$ cat config.mk
export PLATFORM = sky130hd
export DESIGN_NAME = lkc_cell
export DESIGN_NICKNAME = d
export VERILOG_FILES = /design/src/hdl/lkc_pkg.sv /design/src/hdl/lkc_cell.sv
export SDC_FILE = /design/constraint.sdc
export NUM_CORES = 1
export LEC_CHECK = 0
export BUFFER_PORTS_ARGS = -buffer_cell sky130_fd_sc_hd__buf_2
export CAP_MARGIN = 20
export CORE_AREA = 2 2 331 333
export CTS_BUF_LIST = sky130_fd_sc_hd__clkbuf_8
export DETAILED_ROUTE_END_ITERATION = 7
export DIE_AREA = 0 0 333 335
export GPL_TIMING_DRIVEN = 0
export PLACE_DENSITY = 0.37
export SKIP_LAST_GASP = 1
export SYNTH_ARGS = -nofsm -noshare
export SYNTH_HDL_FRONTEND = slang
export SYNTH_SLANG_ARGS = --single-unit
$ cat constraint.sdc
create_clock -name clk -period 13.45 [get_ports clk]
set_input_delay 1.345 -clock clk [delete_from_list [all_inputs] [get_ports clk]]
set_output_delay 1.345 -clock clk [all_outputs]
set_load 0.02 [all_outputs]
$ cat src/hdl/lkc_pkg.sv
package lkc_pkg;

	// default number of slots in the row
	localparam int LKC_ENTRIES = 16;

	// capacity register
	localparam int       CAP_W       = 5;
	localparam bit [4:0] CAP_RESET   = 5'd16;

	// request operations
	localparam bit [1:0] OP_ADD      = 2'd0;
	localparam bit [1:0] OP_LOOKUP   = 2'd1;
	localparam bit [1:0] OP_REMOVE   = 2'd2;

	localparam int KEY_W  = 64;

	// metadata words, size in the lowest bits
	typedef struct packed {
		logic [63:0]        inode;
		logic signed [63:0] modified;
		logic signed [63:0] opened;
		logic [63:0]        size;
	} meta_t;

	localparam int META_W = $bits(meta_t);

	// update command broadcast to every cell
	typedef struct packed {
		logic insert;    // add miss: place into first free slot, age the rest
		logic evict;     // drop the least recent entry before inserting
		logic promote;   // hit entry goes to rank 0, younger ones age
		logic upd_meta;  // hit entry takes the request metadata
		logic drop;      // hit entry is freed, older ones move up
	} cell_cmd_t;

endpackage

$ cat src/hdl/lkc_cell.sv
module lkc_cell
	import lkc_pkg::*;
#(
	parameter int RANK_W = 4
) (
	input  logic              clk,
	input  logic              arst_n,
	// request broadcast
	input  logic [KEY_W-1:0]  key,
	input  meta_t             meta,
	input  cell_cmd_t         cmd,
	input  logic [RANK_W-1:0] hit_rank,
	input  logic [RANK_W-1:0] vict_rank,
	// chain from the left neighbor
	input  logic              hit_in,
	input  logic [RANK_W-1:0] hit_rank_in,
	input  meta_t             hit_meta_in,
	input  logic              free_in,
	// chain to the right neighbor
	output logic              hit_out,
	output logic [RANK_W-1:0] hit_rank_out,
	output meta_t             hit_meta_out,
	output logic              free_out,
	output logic              valid
);

	logic              valid_q;
	logic [RANK_W-1:0] rank_q;
	logic [KEY_W-1:0]  key_q;
	meta_t             meta_q;

	logic match;
	logic victim;
	logic cand;
	logic pick;

	// key compare, merged into the hit chain (at most one cell matches)
	assign match        = valid_q && (key_q == key);
	assign hit_out      = hit_in | match;
	assign hit_rank_out = hit_rank_in | (match ? rank_q : '0);
	assign hit_meta_out = hit_meta_in | (match ? meta_q : '0);

	// first free slot after an optional eviction
	assign victim   = cmd.evict && valid_q && (rank_q == vict_rank);
	assign cand     = !valid_q || victim;
	assign pick     = cmd.insert && cand && !free_in;
	assign free_out = free_in | cand;

	assign valid = valid_q;

	// valid and recency rank
	always_ff @(posedge clk or negedge arst_n) begin
		if (!arst_n) begin
			valid_q <= 1'b0;
			rank_q  <= '0;
		end else if (cmd.insert) begin
			if (pick) begin
				valid_q <= 1'b1;
				rank_q  <= '0;
			end else if (victim) begin
				valid_q <= 1'b0;
				rank_q  <= '0;
			end else if (valid_q) begin
				rank_q  <= rank_q + RANK_W'(1);
			end
		end else if (cmd.promote) begin
			if (match) begin
				rank_q <= '0;
			end else if (valid_q && (rank_q < hit_rank)) begin
				rank_q <= rank_q + RANK_W'(1);
			end
		end else if (cmd.drop) begin
			if (match) begin
				valid_q <= 1'b0;
				rank_q  <= '0;
			end else if (valid_q && (rank_q > hit_rank)) begin
				rank_q  <= rank_q - RANK_W'(1);
			end
		end
	end

	// key and metadata
	always_ff @(posedge clk) begin
		if (pick) begin
			key_q  <= key;
			meta_q <= meta;
		end else if (cmd.promote && cmd.upd_meta && match) begin
			meta_q <= meta;
		end
	end

endmodule

Word level (Yosys, flattened, before mapping)
Index checks and enable logic that the tools add are counted.

cells by class
  $add $sub $neg = 2
  order comparisons = 2
  eq/ne operators = 6
  multiplexer cells = 20
  bitwise logic cells = 4
  reductions and logical operators = 19

operators with widths
  cell                                                   number
  two-way mux 256 bit                                    3
  bitwise OR 256 bit                                     1
  == test 64 bit                                         1
  two-way mux 4 bit                                      11
  logical AND 1 bit                                      9
  inequality test 4 x 1 -> 1 bit, second input constant  2
  AND reduction 4 bit                                    2
  two-way mux 1 bit                                      6
  nonzero test 2 bit                                     3
  adder 4 x 1 -> 4 bit, second input constant            1
  == test 4 bit                                          1
  > comparator 4 bit                                     1
  less-than comparator 4 bit                             1
  bitwise OR 4 bit                                       1
  nonzero test 4 bit                                     1
  subtractor 4 x 1 -> 4 bit, second input constant       1
  inequality test 3 x 1 -> 1 bit, second input constant  1
  nonzero test 3 bit                                     1
  logical NOT 1 bit                                      2
  inequality test 2 x 1 -> 1 bit, second input constant  1
  bitwise OR 1 bit                                       2
  logical OR 1 bit                                       1

word-level totals
  bits in registers = 325
  bits of input ports = 597
  output and inout port bits = 263
  logic and storage cells = 60

Longest topological paths before layout
Gate-level depths: netlist (run 1).

  depth in word-level cells = 7
  gate-level depth with buffers = 10
  mapped depth without buffers = 10

Worst setup path after synthesis (run 1)
OpenSTA, ideal clock, no wires.

  kind = input -> register
  start = input port vict_rank[2]
  end = register meta_q[0] in the netlist's numbering (enable)
  setup time = 526 ps
  data arrival time = 8972 ps
  data required time = 12924 ps
  setup slack = 3952 ps
  cell stages on the path = 5
  buffers on the path = 0
  path through = nor2b_1 a221o_1 or3_1 a21oi_1 a31o_2

between the ends
  word-level cells in the longest chain between the ends = 6

RTL lines
  what                             RTL line        RTL
  start, declared                  lkc_cell.sv:13  input logic [RANK_W-1:0] vict_rank,
  == test 4 bit                    lkc_cell.sv:44  assign victim = cmd.evict && valid_q && (rank_q == vict_rank);
  logical AND 1 bit                lkc_cell.sv:44
  logical OR 1 bit                 lkc_cell.sv:45  assign cand = !valid_q || victim;
  logical AND 1 bit (2 in series)  lkc_cell.sv:46  assign pick = cmd.insert && cand && !free_in;
  nonzero test 2 bit (no line)     n/a
  end signal, assigned             lkc_cell.sv:86  meta_q <= meta;
  end signal, assigned             lkc_cell.sv:88  meta_q <= meta;
  end, declared                    lkc_cell.sv:30  meta_t meta_q;

No other way between the ends.
A chain may end at the register's enable or synchronous reset.

==> impl_metrics.tcl, run 1 <==
set metrics [dict create \
    p_seq_frac 0.470 \
    antenna_found_initial 42 \
    ctsHoldBuffers 0 \
    die_w_um 333 \
    num_rows 121 \
    slew_headroom 0.4743 \
    max_freq_mhz 163.2 \
    htreeDepth 3 \
    setup_tns_ns 0 \
    yosys.area.top_type "edfxtp_1" \
    ys_ff_latch 325 \
    grtUsageTotal 0.1095 \
    outcome "finished clean" \
    gp_congestion 1.042 \
    crit_slowest_cell "nor4_1" \
    finalPower_mw 2.587 \
    overflow 0 \
    cts_setup_buffers 0 \
    syn_avg_cell_area_sq_um 16.48 \
    worst_pin_slew_ns 0.7886 \
    clockRootBuffer "clkbuf_8" \
    dp.final_hpwl_um 52330 \
    finalCritPeriodShare 0.4555 \
    tritoncts "yes" \
    path_cells "buf_2 -> xnor2_1 -> nand4_1 -> nor4_1 -> nand4_1 -> nor3_4 -> buf_2 -> buf_2 -> a21o_1 -> buf_2" \
    regArea_sq_um 9734 \
    die_h_um 335 \
    swShare 0.2841 \
    routed_wl_um 64240 \
    cp_data_required_time_ns 12.10 \
    p_switching_mw 0.7348 \
    drt_iter0_markers 647 \
    via_count 11140 \
    cts_buffers 71 \
    ys_warn_count 0 \
    slew_violations 0 \
    power.internal_mw 1.852 \
    period_needed_ns 6.126 \
    leakagePower_nw 9.695 \
    die_area_sq_um 111600 \
    multi_input_area_sq_um 3174 \
    postSynthCellCount 796 \
    skew_ns 0.03514 \
    dp_slack_ns 6.921 \
    core_area_sq_um 108100 \
    n_fill_cell 12000 \
    antenna_left 0 \
    hold_violations 0 \
    drive_gt1_frac 0.5512 \
    synth_area_leaders "edfxtp_1 73%, a21o_1 15%, xnor2_1 2.3%" \
    power_density_nw_per_um2 125.1 \
    yosysSeqAreaShare 0.7419 \
    ir_worst_vdd_v 0.00005584 \
    syn_nets 1399 \
    arrival_ns 4.78 \
    clk_pin_slew_ns 0.06 \
    setup_viol_count_final 0 \
    io_buffers 859 \
    drc 0 \
    synth.top_cell.area_share 0.7324 \
    cts_resized 0 \
    hp-class "input pin to async pin" \
    grt_pass1_wl_um 85390 \
    ff2ff_path_depth 10 \
    ys_types 43 \
    synthToLayoutAreaGrowth_pct 57.56 \
    initial_utilization 0.1214 \
    rsz0062_at_grt "no" \
    grt_pass1_vias 11780 \
    synth_area_sq_um 13120 \
    grt_max_degree 64 \
    ys.flop_type "edfxtp_1" \
    drt-pass1-iter-count 7 \
    max_cap_violations 0 \
    placed_cell_area_sq_um 19370 \
    ios 860 \
    clk_latency_ns 0.69 \
    nets 2337 \
    setup_slack_ns 7.324 \
    pwr-share-comb 0.136 \
    critPathMostFrequentCell "buf_2" \
    worstPathMaxFanout 10 \
    clockBufferDepth 3 \
    numClockSinks 325 \
    pwr-share-clk 0.394 \
    crit_type "input pin to output port" \
    stdcell_area_sq_um 20670 \
    async_reset_ff_frac 0.01538 \
    crit_path_start_kind "input pin" \
    crit_path_max_incr_delay_ns 0.71 \
    synth-edff-count 320 \
    viasPerCell 3.469 \
    route.detailed.wl_per_inst_um 20.00 \
    worst_setup_path_end_kind "output port" \
]
## synth_stat cells, types with 3 or more instances
| cell | number |
|---|---|
| o22ai_1 | 5 |
| xnor2_1 | 34 |
| ha_1 | 6 |
| o21ai_0 | 7 |
| a21oi_1 | 8 |
| edfxtp_1 | 320 |
| xor2_1 | 19 |
| nor2b_1 | 8 |
| inv_1 | 20 |
| a221o_1 | 3 |
| nand2b_1 | 6 |
| o21a_1 | 4 |
| nand2_1 | 3 |
| dfrtp_1 | 5 |
| nor4_1 | 10 |
| buf_2 | 29 |
| nor3_1 | 4 |
| nand4_1 | 10 |
| a21o_1 | 262 |
| nor2_1 | 5 |
## power groups by stage
stage,Sequential [mW],Combinational (mW),Clock (mW)
2_1_floorplan,1.22,0.170,0
3_3_place_gp,1.25,0.339,0
3_5_place_dp,1.24,0.351,0
4_1_cts,1.22,0.352,1.09
5_1_grt,1.22,0.380,1.13
6_report,1.22,0.351,1.02
## cell usage in the layout, fill, tap and decap left out, types with 2 or more instances in the layout
master,synthesis,final
nand2b_1,6,6
nor2_1,5,5
nor2b_1,8,8
nand4_1,10,10
xnor2_1,34,34
a21oi_1,8,7
a221o_1,3,3
o2111ai_1,2,2
o22ai_1,5,5
buf_16,0,5
a21o_1,262,262
o21a_1,4,4
inv_1,20,39
or3_1,2,2
xor2_1,19,19
nand3_1,2,2
buf_2,29,888
a2111o_1,2,2
clkbuf_8,0,72
nor3_1,4,4
nand2_1,3,3
clkinv_1,0,23
edfxtp_1,320,320
ha_1,6,6
dfrtp_1,5,5
nor4_1,10,10
o21ai_0,7,7
clkbuf_1,2,2
diode_2,0,11
inv_8,0,3
clkinv_8,0,2
clkinv_2,0,5
## layer usage
layer | vias to the layer above | global-route usage | wire length (um)
li1 | 5009 | - | -
met1 | 5400 | 0.1299 | 25720
met2 | 600 | 0.1703 | 30430
met3 | 120 | 0.04684 | 6443
met4 | 12 | 0.05170 | 1552
met5 | - | 0 | 92
## state kept, by name, indices dropped and copies added, names as in the netlist
register	flops
rank_q	4
meta_q	256
key_q	64
valid	1
## critical path, delay by kind of cell
family / cells / cell delay [ns]
AND/OR/NAND/NOR: 4 / 1.82
XOR/XNOR: 1 / 0.15
buffers and inverters: 4 / 1.09
AO/OA/AOI/OAI: 1 / 0.33
## worst paths after layout
path | end | start | slack [ns]
setup / recovery | hit_meta_out[55] | key[14] | 7.32
hold / removal | rank_q[1]$_DFFE_PN0P_ | arst_n | 0.50
setup reg to reg | meta_q[182]$_DFFE_PP_ | key_q[14]$_DFFE_PN_ | 8.44
hold reg to reg | rank_q[0]$_DFFE_PN0P_ | rank_q[0]$_DFFE_PN0P_ | 0.70
max in group asynchronous | rank_q[3]$_DFFE_PN0P_ | arst_n | 12.78
min in group clk | rank_q[0]$_DFFE_PN0P_ | rank_q[0]$_DFFE_PN0P_ | 0.70
## final cells by class
class	count	area share
diodes	11	0.001332
plain buffers	31	0.007384
clock buffers	72	0.04794
clock inverters	54	0.01392
inverters	21	0.003813
multi-input cells	419	0.1536
flip-flops and latches	325	0.4709
well taps	1414	0.08558
repair buffers	865	0.2156
## stage by stage
step | hold slack (ns) | util | std cells
after floorplan | 0.5429 | - | 796
after global placement | 0.7186 | 0.1775 | 3069
after detailed placement | 0.7281 | 0.1792 | 3075
after CTS | 0.3879 | 0.1910 | 3201
after global routing | 0.4283 | 0.1911 | 3208
final | 0.4986 | 0.1912 | 3212
## cells by family (layout without fill, tap and decap cells)
family | after synthesis | in the layout | share of synthesized area
fa+ha+maj | 6 | 6 | 0.005722
simple gates | 54 | 54 | 0.02451
flops | 325 | 325 | 0.7419
other cells | 0 | 11 | 0
xor+xnor | 53 | 53 | 0.03538
buf+inv | 52 | 1043 | 0.01764
compound gates | 306 | 306 | 0.1748
Note: power is estimated with default switching activity, not from simulation.
==> run 2, diff against run 1 <==
Settings changed: ABC_AREA set to 1, CORE_AREA 2 2 331 333 to 2 2 338 340, DIE_AREA 0 0 333 335 to 0 0 340 342, PLACE_DENSITY 0.37 to 0.4.
Clock period 13.45 ns to 4.9 ns, I/O delays scaled along.
==> run 2 against run 1 <==
Effect of this change: hold slack worse by 0.28 ns; flip-flop and latch count stayed put; clock power rose to 2.7 times the previous value; critical path type is now input pin to flop; largest power group unchanged.
==> impl_metrics.tcl, run 2 <==
set metrics [dict create \
    outcome "finished clean" \
    leakagePower_nw 13.14 \
    finalPower_mw 7.814 \
    power_density_nw_per_um2 287.2 \
    ys.flop_type "edfxtp_1" \
    finalHoldWorstSlack_ns 0.2144 \
    synth_compound_gate_area_share 0.1838 \
    cp_data_required_time_ns 5.27 \
    crit_type "input pin to flop" \
    slew_violations 0 \
    synthMuxAreaShare 0 \
    critPathMostFrequentCell "buf_12" \
    grt_max_degree 28 \
    synth.top_cell.area_share 0.5942 \
    dp.final_hpwl_um 58370 \
    ios 860 \
    worst_pin_slew_ns 0.6770 \
    syn_avg_cell_area_sq_um 11.38 \
    die_area_sq_um 116300 \
    max_freq_mhz 226.3 \
    worstPathMaxFanout 27 \
    post-synth-top-count-cell "inv_1" \
    synth-edff-count 320 \
    crit_buf_inv 10 \
    setup_viol_count_final 0 \
    clockBufferDepth 3 \
    drt_iter0_markers 547 \
    skew_ns 0.03595 \
    synthToLayoutAreaGrowth_pct 68.23 \
    antenna_left 0 \
    fin_util 0.2405 \
    largest_reg_flops 256 \
    r2r-start "rank_q[1]$_DFFE_PN0P_" \
    arrival_ns 4.78 \
    routed_wl_um 71440 \
    synth_xor_area_frac 0.006499 \
    synth_fa_ha_area_frac 0.004642 \
    yosysSeqAreaShare 0.6019 \
    top_register "meta_q" \
    ys_ff_latch 325 \
    grt_pass1_vias 15010 \
    route.detailed.wl_per_inst_um 16.78 \
    ys_types 28 \
    core_area_sq_um 113100 \
    htreeDepth 3 \
    critPathCapture "meta_q[87]$_DFFE_PP_" \
    synth_top_family_by_area "compound AO/OA/AOI/OAI gates" \
    async_reset_ff_frac 0.01538 \
    gp_congestion 0.8175 \
    overflow 0 \
    critical_path.top_delay_family "buffers and inverters" \
    startpoint "key[60]" \
    n_fill_cell 12430 \
    ys_warn_count 0 \
    via_count 14440 \
    synth_area_sq_um 16170 \
    viasPerCell 3.392 \
    io_buffers 857 \
    yosys.area.top_type "edfxtp_1" \
    crit_cells 19 \
    synth_area_leaders "edfxtp_1 59%, o21bai_2 17%, inv_1 9.0%" \
    hp-class "input pin to async pin" \
    rsz0062_at_grt "no" \
    worst_setup_path_end_kind "flop" \
    cts_resized 0 \
    path_cells "dlygate4sd3_1 -> buf_2 -> inv_1 -> nand2_1 -> nand2_1 -> nor2_1 -> nand2_1 -> nor2_1 -> nand2_1 -> nor2_1 -> nand3_2 -> buf_6 -> o21ai_4 -> buf_12 -> buf_12 -> buf_12 -> buf_12 -> buf_12 -> buf_12" \
    yosys.area_share.simple 0.09269 \
    postSynthCellCount 1421 \
    max_cap_violations 0 \
    rrSetupSlack_ns 0.75 \
    drive_gt1_frac 0.4590 \
    ff2ff_path_depth 15 \
    finalCritPeriodShare 0.9017 \
    numClockSinks 325 \
    nets 3288 \
    ys_top_cells_by_count "388 x inv_1, 320 x edfxtp_1, 264 x nand2_1" \
    final_cell_mix "858 x buf_2, 401 x inv_1, 321 x dlygate4sd3_1" \
    crit_path_max_incr_delay_ns 0.65 \
    clk_pin_slew_ns 0.06 \
    drt-pass1-iter-count 5 \
    die_h_um 342 \
    crit_slowest_cell "dlygate4sd3_1" \
    grt_pass1_wl_um 100200 \
    clockRootBuffer "clkbuf_8" \
    period_needed_ns 4.418 \
    initial_utilization 0.1430 \
    r2r_end "meta_q[87]$_DFFE_PP_" \
    syn_nets 2024 \
    die_w_um 340 \
    mostFrequentLayoutCell "buf_2" \
    grtUsageTotal 0.1187 \
    antenna_found_initial 39 \
    drc 0 \
    reg.largest.list "meta_q: 256 flops, key_q: 64 flops, rank_q: 4 flops" \
    tritoncts "yes" \
    cts_buffers 69 \
    ir_worst_vdd_v 0.0001622 \
    slew_headroom 0.5472 \
    crit_path_start_kind "input pin" \
    num_rows 124 \
    clk_latency_ns 0.67 \
    hold_violations 0 \
]
run 2: through the flow:
stage | TNS (ns) | std cells | worst slack, ns | cell area [sq um]
after global placement | -1227.43 | 3790 | -4.933 | 22380
after floorplan | -254.75 | 1421 | -0.9951 | 16200
after CTS | 0 | 4246 | 0.4209 | 27180
final | 0 | 4257 | 0.4819 | 27210
after global routing | 0 | 4252 | 0.2138 | 27190
after detailed placement | 0 | 3805 | 0.3433 | 22720
run 2: metal layers:
metal	GRT usage	wire [um]	up-vias
met5	0	79	-
met4	0.03374	1821	12
li1	-	-	7092
met2	0.2029	34660	565
met3	0.03856	5371	144
met1	0.1418	29510	6626
run 2: worst min path at each step:
stage                            end  depth (start not counted)    from
2_1_floorplan  rank_q[0]$_DFFE_PN0P_                          0  arst_n
3_3_place_gp       valid$_DFFE_PN0P_                          1  arst_n
3_5_place_dp       valid$_DFFE_PN0P_                          1  arst_n
4_1_cts            valid$_DFFE_PN0P_                          2  arst_n
5_1_grt            valid$_DFFE_PN0P_                          2  arst_n
6_report       rank_q[3]$_DFFE_PN0P_                          2  arst_n
run 2: final cells by class:
cell class                 count  area (sq um)  share of cell area
antenna                       11         27.53            0.001012
buffer                        33         329.1             0.01210
clock buffer                  71         977.2             0.03592
clock inverter                49         264.0            0.009704
inverter                     390          1466             0.05390
multi-input combinational    673          4673              0.1718
sequential                   325          9734              0.3578
tap                         1512          1892             0.06954
timing repair buffer        1193          7843              0.2883
run 2: timing repair:
item,in CTS,in global routing
setup buffers,0,0
hold buffers,321,0
endpoints found under the hold margin,325,0
run 2: where the power goes:
group | switching (mW) | internal [mW]
combinational | 0.882 | 0.744
clock | 1.36 | 1.41
sequential | 0.0782 | 3.35
run 2: cells by family (layout without fill, tap and decap cells):
kind of cell	Yosys count	in the layout
buffers and inverters	423	1736
and+or+nand+nor	381	381
DFF	325	325
AOI/OAI and AO/OA	274	274
xor gates and xnor gates	12	12
adders and majority gates	6	6
other	0	11
==> run 3, diff against run 2 <==
Settings changed: CORE_AREA 2 2 338 340 to 2 2 336 338, DIE_AREA 0 0 340 342 to 0 0 338 340.
Clock period 4.9 ns to 5.48 ns, I/O delays scaled along.
==> run 3 against run 2 <==
Effect of this change: hold slack lost 0.088 ns; die area decreased by 1.2%; clock skew decreased by 0.0015 ns; core utilization grew 0.30 points; first-iteration DRC count increased by 5.9%; non-clock buffer count shrank 5; critical endpoint is now meta_q[133]$_DFFE_PP_.
==> impl_metrics.tcl, run 3 (synthesis gave the netlist of run 2 again) <==
set metrics [dict create \
    outcome "finished clean" \
    tritoncts "yes" \
    hp-start "key[0]" \
    max_cap_violations 0 \
    skew_ns 0.03443 \
    slew_headroom 0.4106 \
    grt_pass1_vias 14920 \
    io_buffers 857 \
    cts_resized 0 \
    gp_congestion 0.8437 \
    p_seq_frac 0.435 \
    fin_util 0.2435 \
    finalCritPeriodShare 0.7992 \
    grt_max_degree 30 \
    drc 0 \
    period_needed_ns 4.380 \
    reg.largest.list "meta_q: 256 flops, key_q: 64 flops, rank_q: 4 flops" \
    worst_pin_slew_ns 0.8807 \
    ios 860 \
    rsz0062_at_grt "no" \
    dp_slack_ns 0.7877 \
    power.internal_mw 4.972 \
    clk_latency_ns 0.68 \
    antenna_found_initial 29 \
    die_w_um 338 \
    ir_worst_vdd_v 0.0001620 \
    finalNonFillerCells 4239 \
    leakagePower_nw 13.15 \
    viasPerCell 3.365 \
    setup_viol_count_final 0 \
    max_freq_mhz 228.3 \
    route.detailed.wl_per_inst_um 16.64 \
    overflow 0 \
    numClockSinks 325 \
    crit_type "input pin to flop" \
    die_h_um 340 \
    power_density_nw_per_um2 259.0 \
    crit_path_start_kind "input pin" \
    hold_violations 0 \
    core_area_sq_um 111600 \
    finalPower_mw 7.038 \
    pwr-share-comb 0.206 \
    routed_wl_um 70520 \
    r2r_end "meta_q[133]$_DFFE_PP_" \
    clk_pin_slew_ns 0.05 \
    setup_slack_ns 1.100 \
    top_register "meta_q" \
    grt_pass1_wl_um 96610 \
    synthToLayoutAreaGrowth_pct 68.02 \
    placed_cells 3793 \
    arrival_ns 4.73 \
    rrSetupSlack_ns 1.35 \
    finalHoldWorstSlack_ns 0.1264 \
    nets 3285 \
    final_cell_mix "858 x buf_2, 408 x inv_1, 320 x edfxtp_1" \
    drive_gt1_frac 0.4570 \
    die_area_sq_um 114900 \
    hp-class "input pin to flop" \
    clockRootBuffer "clkbuf_8" \
    grtUsageTotal 0.1171 \
    dp.final_hpwl_um 57550 \
    p_switching_mw 2.066 \
    antenna_left 0 \
    worst_setup_path_end_kind "flop" \
    drt_iter0_markers 579 \
    placed_cell_area_sq_um 22720 \
    min_to "key_q[0]$_DFFE_PN_" \
    cts_setup_buffers 0 \
    htreeDepth 3 \
    cp_data_required_time_ns 5.83 \
    largest_reg_flops 256 \
    clockBufferDepth 3 \
    setup_tns_ns 0 \
    drt-pass1-iter-count 4 \
    hold_depth 1 \
    r2r-start "key_q[30]$_DFFE_PN_" \
    mostFrequentLayoutCell "buf_2" \
    worstPathMaxFanout 28 \
    slew_violations 0 \
    swShare 0.2935 \
    num_rows 123 \
    cts_buffers 71 \
    initial_utilization 0.1449 \
    stdcell_area_sq_um 27170 \
    via_count 14270 \
    pwr-share-clk 0.358 \
    ff2ff_path_depth 16 \
]
==> run 3: cell types whose count changed in the layout (fill, tap and decap cells not counted), sizes merged <==
cell / delta
inv: +8
bufinv: +1
clkinv: -8
diode: -3
dlygate4sd3: -5
clkbuf: +1
==> run 3: repair_timing <==
| action | in CTS | in global routing |
|---|---|---|
| hold buffers | 316 | 0 |
| endpoints found under the hold margin | 320 | 0 |
| setup endpoints to repair | 0 | 0 |
==> run 3: worst max path at each step <==
stage / start / slack (ns) / to / depth (start not counted)
floorplan: key[50] / -0.47 / meta_q[0]$_DFFE_PP_ / 9
global placement: key[30] / -4.30 / meta_q[54]$_DFFE_PP_ / 12
detailed placement: key[30] / 0.79 / meta_q[131]$_DFFE_PP_ / 18
CTS: key[62] / 1.0 / meta_q[133]$_DFFE_PP_ / 19
global route: key[62] / 0.71 / meta_q[131]$_DFFE_PP_ / 19
finish: key[61] / 1.10 / meta_q[133]$_DFFE_PP_ / 19
==> run 3: layout make-up <==
cell class / count / area [sq um]
flip-flops and latches: 325 / 9734
well taps: 1500 / 1877
plain buffers: 33 / 329.1
clock inverters: 50 / 275.3
multi-input cells: 673 / 4673
fillers: 12190 / 84400
inverters: 390 / 1466
repair buffers: 1188 / 7805
diodes: 8 / 20.02
clock buffers: 72 / 991.0
==> run 3: power groups by stage <==
stage	registers, mW	logic (mW)	clock network [mW]
after floorplan	3.13	0.667	0
after global placement	3.17	1.19	0
after detailed placement	3.11	1.27	0
after CTS	3.07	1.48	2.69
after global routing	3.09	1.60	2.77
final	3.06	1.45	2.52
==> run 3: critical path, cell delays in order <==
cell	delay [ns]
dlygate4sd3_1	0.66
buf_2	0.17
inv_1	0.04
nand2_1	0.06
nand2_1	0.05
nor2_1	0.08
nand2_1	0.07
nor2_1	0.10
nand2_1	0.08
nor2_1	0.19
nand3_2	0.32
buf_6	0.30
o21ai_4	0.71
buf_16	0.24
buf_12	0.20
buf_16	0.19
buf_12	0.20
buf_12	0.21
buf_12	0.22
==> run 3: routing by layer <==
layer | global-route usage | share of wire
met1 | 0.1389 | 0.41
met4 | 0.03120 | 0.023
met3 | 0.03903 | 0.083
met2 | 0.2011 | 0.48
met5 | 0 | 0.0022
